File: config.mk
export PLATFORM = sky130hd
export DESIGN_NAME = vector_glyph_stroke_interpolator_core
export DESIGN_NICKNAME = d
export VERILOG_FILES = /design/src/hw/rtl/vgsi_pkg.sv /design/src/hw/rtl/vector_glyph_stroke_interpolator_core.sv /design/src/hw/rtl/vgsi_fifo.sv /design/src/hw/rtl/vgsi_front.sv /design/src/hw/rtl/vgsi_back.sv
export SDC_FILE = /design/constraint.sdc
export NUM_CORES = 2
export LEC_CHECK = 0
export ABC_CLOCK_PERIOD_IN_PS = 9840
export BUFFER_PORTS_ARGS = -buffer_cell sky130_fd_sc_hd__buf_2
export CAP_MARGIN = 20
export CORE_UTILIZATION = 45
export DETAILED_ROUTE_END_ITERATION = 16
export GPL_ROUTABILITY_DRIVEN = 0
export PLACE_DENSITY = 0.64
export SLEW_MARGIN = 10
export SYNTH_ARGS = -nofsm -noshare
export SYNTH_HDL_FRONTEND = slang
export SYNTH_SLANG_ARGS = --single-unit
File: constraint.sdc
create_clock -name clk_i -period 9.84 [get_ports clk_i]
set_input_delay 0.984 -clock clk_i [delete_from_list [all_inputs] [get_ports clk_i]]
set_output_delay 0.984 -clock clk_i [all_outputs]
set_load 0.1 [all_outputs]
File: src/hw/rtl/vgsi_pkg.sv
package vgsi_pkg;

  typedef struct packed {
    logic              glyph_start;
    logic signed [15:0] base_x;
    logic signed [15:0] base_y;
    logic signed [7:0]  vert_x;
    logic signed [7:0]  vert_y;
  } in_t;

  typedef struct packed {
    logic signed [15:0] point_x;
    logic signed [15:0] point_y;
    logic               ink_on;
    logic               last_of_run;
  } out_t;

  typedef enum logic [0:0] {
    KIND_MOVE,
    KIND_DRAW
  } kind_e;

  localparam logic [7:0]  SCALE_RESET   = 8'd12;
  // ceil(2^17 / 3): exact quotient for dividends below 2^13
  localparam logic [15:0] RECIP3        = 16'd43691;
  localparam int          RECIP3_SHIFT  = 17;
  localparam int          MIN_STEPS     = 2;
  localparam int          LONG_SEG_LOG2 = 10;
  // 100 * r^2 <= 9 * (dx^2 + dy^2) gives the step count
  localparam logic [6:0]  STEP_SCALE    = 7'd100;

endpackage

File: src/hw/rtl/vector_glyph_stroke_interpolator_core.sv
// A vertex that yields a point passes the front's input and product registers and then
// the 2-entry queue; the back end puts a move point straight into its output register.
// The front takes a pen lift or ignored vertex every cycle while idle, but no new vertex
// while one is in its product or queue-write state; the latter stalls while the queue is
// full. A draw vertex goes through the back end's squaring, serial root search, step divider
// and fix-up states, then gives one point per cycle while its output is taken.
// Reset: scale 12, pen state to glyph start, last point at the origin, queue empty.
module vector_glyph_stroke_interpolator_core #(
  parameter int COORD_WIDTH = 16,
  parameter int MAX_STEPS   = 30
) (
  input  logic           clk_i,
  input  logic           rst_ni,
  input  logic           in_valid_i,
  output logic           in_ready_o,
  input  vgsi_pkg::in_t  in_data_i,
  output logic           out_valid_o,
  input  logic           out_ready_i,
  output vgsi_pkg::out_t out_data_o,
  input  logic           cfg_valid_i,
  output logic           cfg_ready_o,
  input  logic [7:0]     cfg_data_i
);

  import vgsi_pkg::*;

  localparam int QW = 2 * COORD_WIDTH + 1;

  logic          q_push, q_full, q_pop, q_empty;
  logic [QW-1:0] q_wdata, q_rdata;

  assign cfg_ready_o = 1'b1;

  vgsi_front #(
    .CW (COORD_WIDTH)
  ) u_front (
    .clk_i       (clk_i),
    .rst_ni      (rst_ni),
    .in_valid_i  (in_valid_i),
    .in_ready_o  (in_ready_o),
    .in_data_i   (in_data_i),
    .cfg_valid_i (cfg_valid_i),
    .cfg_data_i  (cfg_data_i),
    .push_o      (q_push),
    .item_o      (q_wdata),
    .full_i      (q_full)
  );

  vgsi_fifo #(
    .WIDTH (QW),
    .DEPTH (2)
  ) u_queue (
    .clk_i   (clk_i),
    .rst_ni  (rst_ni),
    .push_i  (q_push),
    .wdata_i (q_wdata),
    .full_o  (q_full),
    .pop_i   (q_pop),
    .rdata_o (q_rdata),
    .empty_o (q_empty)
  );

  vgsi_back #(
    .CW        (COORD_WIDTH),
    .MAX_STEPS (MAX_STEPS)
  ) u_back (
    .clk_i       (clk_i),
    .rst_ni      (rst_ni),
    .empty_i     (q_empty),
    .item_i      (q_rdata),
    .pop_o       (q_pop),
    .out_valid_o (out_valid_o),
    .out_ready_i (out_ready_i),
    .out_data_o  (out_data_o)
  );

`ifndef ASSERT_OFF
  a_queue_no_overflow: assert property (@(posedge clk_i) disable iff (!rst_ni)
    !(q_push && q_full))
    else $error("queue written while full");

  a_queue_no_underflow: assert property (@(posedge clk_i) disable iff (!rst_ni)
    !(q_pop && q_empty))
    else $error("queue read while empty");

  a_move_is_single: assert property (@(posedge clk_i) disable iff (!rst_ni)
    (out_valid_o && !out_data_o.ink_on) |-> out_data_o.last_of_run)
    else $error("move point not closing its run");
`endif

endmodule

File: src/hw/rtl/vgsi_fifo.sv
module vgsi_fifo #(
  parameter int WIDTH = 33,
  parameter int DEPTH = 2
) (
  input  logic             clk_i,
  input  logic             rst_ni,
  input  logic             push_i,
  input  logic [WIDTH-1:0] wdata_i,
  output logic             full_o,
  input  logic             pop_i,
  output logic [WIDTH-1:0] rdata_o,
  output logic             empty_o
);

  localparam int AW = (DEPTH > 1) ? $clog2(DEPTH) : 1;
  localparam int CW = $clog2(DEPTH + 1);

  logic [WIDTH-1:0] mem_q [DEPTH];
  logic [AW-1:0]    wptr_q, rptr_q;
  logic [CW-1:0]    cnt_q;

  assign full_o  = (cnt_q == CW'(DEPTH));
  assign empty_o = (cnt_q == '0);
  assign rdata_o = mem_q[rptr_q];

  always_ff @(posedge clk_i or negedge rst_ni) begin
    if (!rst_ni) begin
      wptr_q <= '0;
      rptr_q <= '0;
      cnt_q  <= '0;
    end else begin
      if (push_i) begin
        mem_q[wptr_q] <= wdata_i;
        wptr_q <= (wptr_q == AW'(DEPTH - 1)) ? '0 : wptr_q + AW'(1);
      end
      if (pop_i) begin
        rptr_q <= (rptr_q == AW'(DEPTH - 1)) ? '0 : rptr_q + AW'(1);
      end
      if (push_i && !pop_i) begin
        cnt_q <= cnt_q + CW'(1);
      end else if (pop_i && !push_i) begin
        cnt_q <= cnt_q - CW'(1);
      end
    end
  end

endmodule

File: src/hw/rtl/vgsi_front.sv
module vgsi_front #(
  parameter int CW = 16
) (
  input  logic            clk_i,
  input  logic            rst_ni,
  input  logic            in_valid_i,
  output logic            in_ready_o,
  input  vgsi_pkg::in_t   in_data_i,
  input  logic            cfg_valid_i,
  input  logic [7:0]      cfg_data_i,
  output logic            push_o,
  output logic [2*CW:0]   item_o,
  input  logic            full_i
);

  import vgsi_pkg::*;

  typedef enum logic [1:0] {
    F_IDLE,
    F_MUL,
    F_SUM
  } fstate_e;

  localparam int SW = 18;
  localparam int EW = ((CW > SW - 1) ? CW : SW - 1) + 1;
  localparam logic signed [EW-1:0] SAT_HI = {{(EW-CW+1){1'b0}}, {(CW-1){1'b1}}};
  localparam logic signed [EW-1:0] SAT_LO = {{(EW-CW+1){1'b1}}, {(CW-1){1'b0}}};
  localparam logic [7:0] PEN_LIFT = 8'hFF;

  fstate_e            state_q;
  logic [7:0]         scale_q;
  logic               awaiting_q, connect_q, done_q;
  kind_e              kind_q;
  logic signed [15:0] bx_q, by_q;
  logic signed [7:0]  vx_q, vy_q;
  logic [14:0]        px_q, py_q;
  logic               nx_q, ny_q;

  logic  accept, first, done_in, aw_in, cn_in, lift, zero;
  logic  aw_d, cn_d, done_d, work;
  kind_e kind;

  assign in_ready_o = (state_q == F_IDLE);
  assign accept     = in_valid_i && in_ready_o;
  assign first      = in_data_i.glyph_start;
  assign done_in    = first ? 1'b0 : done_q;
  assign aw_in      = first ? 1'b1 : awaiting_q;
  assign cn_in      = first ? 1'b0 : connect_q;
  assign lift       = (in_data_i.vert_x == PEN_LIFT) && (in_data_i.vert_y == PEN_LIFT);
  assign zero       = (in_data_i.vert_x == '0) && (in_data_i.vert_y == '0);

  always_comb begin
    aw_d   = aw_in;
    cn_d   = cn_in;
    done_d = done_in;
    work   = 1'b0;
    kind   = (aw_in || !cn_in) ? KIND_MOVE : KIND_DRAW;
    if (!done_in) begin
      if (lift) begin
        cn_d = 1'b0;
      end else if (zero && !first) begin
        done_d = 1'b1;
      end else begin
        work = 1'b1;
        aw_d = 1'b0;
        cn_d = 1'b1;
      end
    end
  end

  // |v| * scale
  logic [7:0]  ax, ay;
  logic [15:0] prodx, prody;
  assign ax    = vx_q[7] ? (~vx_q + 8'd1) : vx_q;
  assign ay    = vy_q[7] ? (~vy_q + 8'd1) : vy_q;
  assign prodx = ax * scale_q;
  assign prody = ay * scale_q;

  // product / 12 as (product / 4) / 3, then offset and saturate
  logic [28:0]          rx, ry;
  logic [11:0]          qx, qy;
  logic signed [SW-1:0] offx, offy, sumx, sumy;
  logic signed [EW-1:0] extx, exty;
  logic [CW-1:0]        satx, saty;

  assign rx   = px_q[14:2] * RECIP3;
  assign ry   = py_q[14:2] * RECIP3;
  assign qx   = rx[28:RECIP3_SHIFT];
  assign qy   = ry[28:RECIP3_SHIFT];
  assign offx = nx_q ? -$signed({6'b0, qx}) : $signed({6'b0, qx});
  assign offy = ny_q ? -$signed({6'b0, qy}) : $signed({6'b0, qy});
  assign sumx = $signed({{2{bx_q[15]}}, bx_q}) + offx;
  assign sumy = $signed({{2{by_q[15]}}, by_q}) + offy;
  assign extx = EW'(sumx);
  assign exty = EW'(sumy);

  always_comb begin
    if (extx > SAT_HI) begin
      satx = SAT_HI[CW-1:0];
    end else if (extx < SAT_LO) begin
      satx = SAT_LO[CW-1:0];
    end else begin
      satx = extx[CW-1:0];
    end
    if (exty > SAT_HI) begin
      saty = SAT_HI[CW-1:0];
    end else if (exty < SAT_LO) begin
      saty = SAT_LO[CW-1:0];
    end else begin
      saty = exty[CW-1:0];
    end
  end

  assign push_o = (state_q == F_SUM) && !full_i;
  assign item_o = {kind_q, satx, saty};

  always_ff @(posedge clk_i or negedge rst_ni) begin
    if (!rst_ni) begin
      state_q    <= F_IDLE;
      scale_q    <= SCALE_RESET;
      awaiting_q <= 1'b1;
      connect_q  <= 1'b0;
      done_q     <= 1'b0;
      kind_q     <= KIND_MOVE;
      bx_q       <= '0;
      by_q       <= '0;
      vx_q       <= '0;
      vy_q       <= '0;
      px_q       <= '0;
      py_q       <= '0;
      nx_q       <= 1'b0;
      ny_q       <= 1'b0;
    end else begin
      if (cfg_valid_i) begin
        scale_q <= cfg_data_i;
      end
      case (state_q)
        F_IDLE: begin
          if (accept) begin
            awaiting_q <= aw_d;
            connect_q  <= cn_d;
            done_q     <= done_d;
            kind_q     <= kind;
            bx_q       <= in_data_i.base_x;
            by_q       <= in_data_i.base_y;
            vx_q       <= in_data_i.vert_x;
            vy_q       <= in_data_i.vert_y;
            if (work) begin
              state_q <= F_MUL;
            end
          end
        end
        F_MUL: begin
          px_q    <= prodx[14:0];
          py_q    <= prody[14:0];
          nx_q    <= vx_q[7];
          ny_q    <= vy_q[7];
          state_q <= F_SUM;
        end
        F_SUM: begin
          if (!full_i) begin
            state_q <= F_IDLE;
          end
        end
        default: state_q <= F_IDLE;
      endcase
    end
  end

endmodule

File: src/hw/rtl/vgsi_back.sv
module vgsi_back #(
  parameter int CW        = 16,
  parameter int MAX_STEPS = 30
) (
  input  logic           clk_i,
  input  logic           rst_ni,
  input  logic           empty_i,
  input  logic [2*CW:0]  item_i,
  output logic           pop_o,
  output logic           out_valid_o,
  input  logic           out_ready_i,
  output vgsi_pkg::out_t out_data_o
);

  import vgsi_pkg::*;

  typedef enum logic [2:0] {
    B_IDLE,
    B_SQ,
    B_SRCH,
    B_DIV,
    B_FIX,
    B_PT
  } bstate_e;

  localparam int DW   = CW + 1;
  localparam int NB   = $clog2(MAX_STEPS + 1);
  localparam int CNTW = $clog2(DW + 1);
  localparam int OW   = (DW > 16) ? DW : 16;
  localparam int PW   = 2 * NB + 7;
  localparam int MW   = (PW > 25) ? PW : 25;

  function automatic logic [15:0] to16(input logic signed [DW-1:0] v);
    logic signed [OW-1:0] e;
    e = OW'(v);
    return e[15:0];
  endfunction

  bstate_e              state_q;
  logic signed [CW-1:0] prevx_q, prevy_q, sx_q, sy_q;
  logic signed [DW-1:0] dx_q, dy_q;
  logic                 big_q;
  logic [24:0]          s9_q;
  logic [NB-1:0]        res_q, mask_q, n_q, j_q;
  logic [DW-1:0]        dvx_q, dvy_q;
  logic [NB-1:0]        rmx_q, rmy_q;
  logic [CNTW-1:0]      cnt_q;
  logic signed [DW-1:0] qdx_q, qdy_q, accx_q, accy_q;
  logic [NB-1:0]        rdx_q, rdy_q, rax_q, ray_q;
  logic                 out_valid_q;
  out_t                 out_q;

  kind_e                ikind;
  logic signed [CW-1:0] isx, isy;
  logic                 slot_free;
  logic                 emit;

  assign ikind     = kind_e'(item_i[2*CW]);
  assign isx       = item_i[2*CW-1:CW];
  assign isy       = item_i[CW-1:0];
  assign slot_free = !out_valid_q || out_ready_i;
  assign pop_o     = (state_q == B_IDLE) && !empty_i && ((ikind == KIND_DRAW) || slot_free);
  assign emit      = ((state_q == B_IDLE) && pop_o && (ikind == KIND_MOVE)) ||
                     ((state_q == B_PT) && slot_free);

  // segment length
  logic [DW-1:0] adx, ady;
  logic [19:0]   ax2, ay2;
  logic [20:0]   ss;
  logic          big;
  assign adx = dx_q[DW-1] ? DW'(-dx_q) : DW'(dx_q);
  assign ady = dy_q[DW-1] ? DW'(-dy_q) : DW'(dy_q);
  assign big = (adx[DW-1:LONG_SEG_LOG2] != '0) || (ady[DW-1:LONG_SEG_LOG2] != '0);
  assign ax2 = adx[9:0] * adx[9:0];
  assign ay2 = ady[9:0] * ady[9:0];
  assign ss  = ax2 + ay2;

  // step count: one bit of the root per cycle
  logic [NB-1:0]   cand, nres, nfin;
  logic [2*NB-1:0] csq;
  logic [PW-1:0]   c100;
  logic            cok;
  assign cand = res_q | mask_q;
  assign csq  = cand * cand;
  assign c100 = csq * STEP_SCALE;
  assign cok  = (cand <= NB'(MAX_STEPS)) && (MW'(c100) <= MW'(s9_q));
  assign nres = cok ? cand : res_q;
  assign nfin = big_q ? NB'(MAX_STEPS) : ((nres < NB'(MIN_STEPS)) ? NB'(MIN_STEPS) : nres);

  // restoring divide of |d| by n
  logic [NB:0] shx, shy;
  logic        gex, gey;
  assign shx = {rmx_q, dvx_q[DW-1]};
  assign shy = {rmy_q, dvy_q[DW-1]};
  assign gex = shx >= {1'b0, n_q};
  assign gey = shy >= {1'b0, n_q};

  // floor quotient and remainder of d / n
  logic                 negx, negy;
  logic signed [DW-1:0] fqx, fqy;
  logic [NB-1:0]        frx, fry;
  always_comb begin
    negx = dx_q[DW-1];
    negy = dy_q[DW-1];
    if (!negx) begin
      fqx = dvx_q;
      frx = rmx_q;
    end else if (rmx_q != '0) begin
      fqx = ~dvx_q;
      frx = n_q - rmx_q;
    end else begin
      fqx = ~dvx_q + DW'(1);
      frx = '0;
    end
    if (!negy) begin
      fqy = dvy_q;
      fry = rmy_q;
    end else if (rmy_q != '0) begin
      fqy = ~dvy_q;
      fry = n_q - rmy_q;
    end else begin
      fqy = ~dvy_q + DW'(1);
      fry = '0;
    end
  end

  // running quotient/remainder of (prev*n + j*d) / n
  logic signed [DW-1:0] ptx, pty;
  logic [NB:0]          rsx, rsy;
  logic                 cyx, cyy;
  assign ptx = (accx_q[DW-1] && rax_q != '0) ? accx_q + DW'(1) : accx_q;
  assign pty = (accy_q[DW-1] && ray_q != '0) ? accy_q + DW'(1) : accy_q;
  assign rsx = {1'b0, rax_q} + {1'b0, rdx_q};
  assign rsy = {1'b0, ray_q} + {1'b0, rdy_q};
  assign cyx = rsx >= {1'b0, n_q};
  assign cyy = rsy >= {1'b0, n_q};

  assign out_valid_o = out_valid_q;
  assign out_data_o  = out_q;

  always_ff @(posedge clk_i or negedge rst_ni) begin
    if (!rst_ni) begin
      state_q     <= B_IDLE;
      prevx_q     <= '0;
      prevy_q     <= '0;
      sx_q        <= '0;
      sy_q        <= '0;
      dx_q        <= '0;
      dy_q        <= '0;
      big_q       <= 1'b0;
      s9_q        <= '0;
      res_q       <= '0;
      mask_q      <= '0;
      n_q         <= '0;
      j_q         <= '0;
      dvx_q       <= '0;
      dvy_q       <= '0;
      rmx_q       <= '0;
      rmy_q       <= '0;
      cnt_q       <= '0;
      qdx_q       <= '0;
      qdy_q       <= '0;
      accx_q      <= '0;
      accy_q      <= '0;
      rdx_q       <= '0;
      rdy_q       <= '0;
      rax_q       <= '0;
      ray_q       <= '0;
      out_valid_q <= 1'b0;
      out_q       <= '0;
    end else begin
      if (emit) begin
        out_valid_q <= 1'b1;
      end else if (out_ready_i) begin
        out_valid_q <= 1'b0;
      end
      case (state_q)
        B_IDLE: begin
          if (pop_o) begin
            if (ikind == KIND_MOVE) begin
              out_q.point_x     <= to16(DW'(isx));
              out_q.point_y     <= to16(DW'(isy));
              out_q.ink_on      <= 1'b0;
              out_q.last_of_run <= 1'b1;
              prevx_q           <= isx;
              prevy_q           <= isy;
            end else begin
              sx_q    <= isx;
              sy_q    <= isy;
              dx_q    <= DW'(isx) - DW'(prevx_q);
              dy_q    <= DW'(isy) - DW'(prevy_q);
              state_q <= B_SQ;
            end
          end
        end
        B_SQ: begin
          big_q   <= big;
          s9_q    <= {1'b0, ss, 3'b000} + {4'b0000, ss};
          res_q   <= '0;
          mask_q  <= {1'b1, {(NB-1){1'b0}}};
          state_q <= B_SRCH;
        end
        B_SRCH: begin
          res_q  <= nres;
          mask_q <= mask_q >> 1;
          if (mask_q[0]) begin
            n_q     <= nfin;
            dvx_q   <= adx;
            dvy_q   <= ady;
            rmx_q   <= '0;
            rmy_q   <= '0;
            cnt_q   <= '0;
            state_q <= B_DIV;
          end
        end
        B_DIV: begin
          rmx_q <= gex ? NB'(shx - {1'b0, n_q}) : shx[NB-1:0];
          rmy_q <= gey ? NB'(shy - {1'b0, n_q}) : shy[NB-1:0];
          dvx_q <= {dvx_q[DW-2:0], gex};
          dvy_q <= {dvy_q[DW-2:0], gey};
          cnt_q <= cnt_q + CNTW'(1);
          if (cnt_q == CNTW'(DW - 1)) begin
            state_q <= B_FIX;
          end
        end
        B_FIX: begin
          qdx_q   <= fqx;
          qdy_q   <= fqy;
          rdx_q   <= frx;
          rdy_q   <= fry;
          accx_q  <= DW'(prevx_q);
          accy_q  <= DW'(prevy_q);
          rax_q   <= '0;
          ray_q   <= '0;
          j_q     <= '0;
          state_q <= B_PT;
        end
        B_PT: begin
          if (slot_free) begin
            out_q.point_x     <= to16(ptx);
            out_q.point_y     <= to16(pty);
            out_q.ink_on      <= 1'b1;
            out_q.last_of_run <= (j_q == n_q);
            rax_q  <= cyx ? NB'(rsx - {1'b0, n_q}) : rsx[NB-1:0];
            ray_q  <= cyy ? NB'(rsy - {1'b0, n_q}) : rsy[NB-1:0];
            accx_q <= accx_q + qdx_q + (cyx ? DW'(1) : DW'(0));
            accy_q <= accy_q + qdy_q + (cyy ? DW'(1) : DW'(0));
            j_q    <= j_q + NB'(1);
            if (j_q == n_q) begin
              prevx_q <= sx_q;
              prevy_q <= sy_q;
              state_q <= B_IDLE;
            end
          end
        end
        default: state_q <= B_IDLE;
      endcase
    end
  end

endmodule

==> impl_results.md <==
* Status: finished clean
* Number of warnings issued by yosys at 0
* Critical R2R Capture: u_queue.mem_q[1][30]
* Global Route met2 Usage at 37.6%
* Maximum level of the CTS H-tree at 2
* WL per Instance at 17.4 um
* Count of different cell masters after synthesis at 113
* Startpoint kind of the worst setup timing path: flop
* Final layout net count at 5994
* Clock period minus worst slack at 9.12 ns
* Top cells by instance count after synthesis: sky130_fd_sc_hd__nand2_1 (701), sky130_fd_sc_hd__inv_1 (634), sky130_fd_sc_hd__ha_1 (525)
* Num ports at 99
* Unrepaired setup endpoints after global routing: false
* Avg Synthesized Cell Area at 8.97 um^2
* Drt first-iter violations at 2140
* Standard cell with the maximum stage delay on the critical path: sky130_fd_sc_hd__fa_1
* Actual slew at the worst max-slew pin at 0.937 ns
* Required @ worst endpoint at 10.22 ns
* Area growth from synthesis to layout at 8.63%
* HPWL after DPL at 88.0 mm
* Max FFs per register at 66
* Largest register by flop count: u_queue.mem_q
* Clock tree skew after final layout at 0.0633 ns
* Initial core utilization at 45.7%
* Highest clock frequency the design can meet at 110 MHz
* Total number of placement rows at 115
* Total detailed-routing wirelength at 111 mm
* Global route hottest layer: met2
* Total grt overflow at 0
* Initial antenna violation count at 4
* Data arrival time of the critical path at 9.50 ns
* Std-Cell Core Area at 98900 um^2
* DP Area at 47100 um^2
* Number of slew-limit violations in the final report at 0
* Via density at 5.43
* Crit Path Max Fanout at 15
* Total standard cell area after synthesis at 45200 um^2
* Max Cap Viol at 0
* Delay of the slowest cell on the worst path at 0.59 ns
* Worst path most repeated cell: sky130_fd_sc_hd__inv_1
* Overall global routing resource usage at 22.2%
* GR met1 Demand/Resource at 30.0%
* Detailed-route via count at 34900
* Root Buffer: sky130_fd_sc_hd__clkbuf_16
* Post-CTS Hold Fix Bufs at 0
* Worst-skew pair later-pin latency at 0.65 ns
* Number of sinks handled by clock tree synthesis at 479
* Post-synthesis async set-or-reset flop share at 86.2%
* Worst-case reg-to-reg path depth at 31
* Beginning of the worst register-to-register path: u_front.px_q[11]
* Cell taking the most area after synthesis: sky130_fd_sc_hd__dfrtp_1
* Post-route DRC at 0
* Die ar. at 102000 um^2
* Met3 track utilization from global routing at 2.65%
* Worst rel slew slack at 37.5%
* Ratio of cells with drive above 1 in the final layout at 6.65%
* Number of search-and-repair iterations in the first detailed-routing pass at 5
* CTS Buf Count at 55
* Most frequent cell after synthesis: sky130_fd_sc_hd__nand2_1
* Yosys reg bits at 479
* Setup TNS at 0 ns
* Post-Syn Nets at 5944
* Count of port buffers added during placement at 97
* Clock tree from TritonCTS: done
* Period utilisation layout at 92.7%
* Final Hold Violating Endpoints at 0
* Endpoint type of the worst setup path: flop
* Fin area at 49100 um^2
* Reg-to-reg setup timing slack at 0.72 ns
* Tightest Hold Check Type: input port to async pin
* Area contributors post-synth: sky130_fd_sc_hd__dfrtp_1 (23%), sky130_fd_sc_hd__ha_1 (15%), sky130_fd_sc_hd__fa_1 (14%), sky130_fd_sc_hd__nand2_1 (5.8%), sky130_fd_sc_hd__o21ai_0 (5.4%)
* Category of the most critical setup path: flop to flop
* First-pass GRT wire length at 183 mm
* Pin count of the biggest net entering global routing at 147
* Post-synth EDFFs at 66
* Sequential fraction of the synthesis area at 27.3%
* Number of nets with antenna violations after routing at 0
* Main flop type after synthesis: sky130_fd_sc_hd__dfrtp_1
* Clock Tree Buf Depth at 3
* Synthesized netlist cell count at 5035
* Die X-Extent at 319 um
* Top-area cell type share of the netlist area at 22.7%
* Clock-pin slew on the worst setup and hold paths at 0.06 ns
* DIE HEIGHT at 319 um
* Via count of the first global-routing pass at 34400
* Core occupancy in the finished layout at 49.6%
* Total of endpoints with negative setup slack in the final report at 0
[metal layers]
metal | part of all wire (%) | vias to the layer above
met5 | 0.012 | -
met4 | 2.5 | 2
met3 | 4.8 | 147
met2 | 48 | 741
met1 | 45 | 16900
li1 | - | 17100
[critical path: cells and delay by family (launching register included)]
family | cells | cell delay, ns
compound gates | 8 | 2.34
xor+xnor | 2 | 0.53
fa+ha+maj | 8 | 3.23
buf+inv | 5 | 0.40
flops | 1 | 0.45
mux | 2 | 0.45
simple gates | 6 | 1.46
[cells in the final DEF, fill, tap and decap left out, drive strengths merged, types with 43 or more instances in the layout]
| master | n |
|---|---|
| nand2 | 701 |
| inv | 636 |
| ha | 525 |
| o21ai | 494 |
| dfrtp | 410 |
| fa | 322 |
| nor2 | 261 |
| a21oi | 181 |
| xnor2 | 172 |
| buf | 152 |
| xor2 | 135 |
| a21o | 82 |
| clkbuf | 78 |
| nor3 | 75 |
| edfxtp | 66 |
| nand3 | 66 |
| and2 | 64 |
| a22oi | 50 |
| nor2b | 48 |
| nand2b | 47 |
| o31ai | 43 |
[kinds of logic (layout without fill, tap and decap cells)]
family | Yosys count | count (layout) | share of synthesized area (%)
AND/OR/NAND/NOR | 1447 | 1447 | 14.7
AO/OA/AOI/OAI | 1099 | 1099 | 15.1
adder cells (fa/ha/maj) | 847 | 847 | 28.8
buffers and inverters | 796 | 890 | 6.71
flip-flops | 479 | 479 | 27.3
XOR/XNOR | 309 | 309 | 6.07
multiplexers | 57 | 57 | 1.32
other | 1 | 2 | 0.00830
[worst max-delay path by stage]
stage,slack [ns],to,from,cells after the start
after detailed placement,0.39,u_back.s9_q[23],u_back.dy_q[4],33
after global placement,0.61,u_back.s9_q[23],u_back.dy_q[4],33
after global routing,0.07,u_back.s9_q[23],u_back.dy_q[4],33
after CTS,0.37,u_back.s9_q[24],u_back.dy_q[4],32
after floorplan,1.29,u_back.s9_q[23],u_back.dx_q[2],35
final,0.72,u_queue.mem_q[1][30],u_front.px_q[11],31
[through the flow]
stage	setup slack, ns	hold WS, ns	instances
after global routing	0.0716	0.298	6416
final	0.718	0.268	6417
after global placement	0.605	0.454	6311
after detailed placement	0.393	0.459	6311
after floorplan	1.29	0.442	5035
after CTS	0.373	0.274	6412
[cell type report]
| cell class | count | area [um^2] |
|---|---|---|
| flip-flops and latches | 479 | 12300 |
| multi-input cells | 3760 | 29900 |
| clock inverters | 23 | 340 |
| clock buffers | 78 | 1540 |
| repair buffers | 152 | 943 |
| inverters | 637 | 2390 |
| well taps | 1287 | 1610 |
| diodes | 1 | 2.50 |
| fillers | 9320 | 49800 |
[timing repair]
| action | in CTS | in global routing |
|---|---|---|
| resized for setup | 0 | 9 |
| setup buffers | 0 | 1 |
| endpoints found under the setup margin | 0 | 39 |
| endpoints found under the hold margin | 0 | 0 |
Power is left out: the tool's default activity adds up to more than one toggle a clock period on the data nets, which glitch-free logic cannot reach.
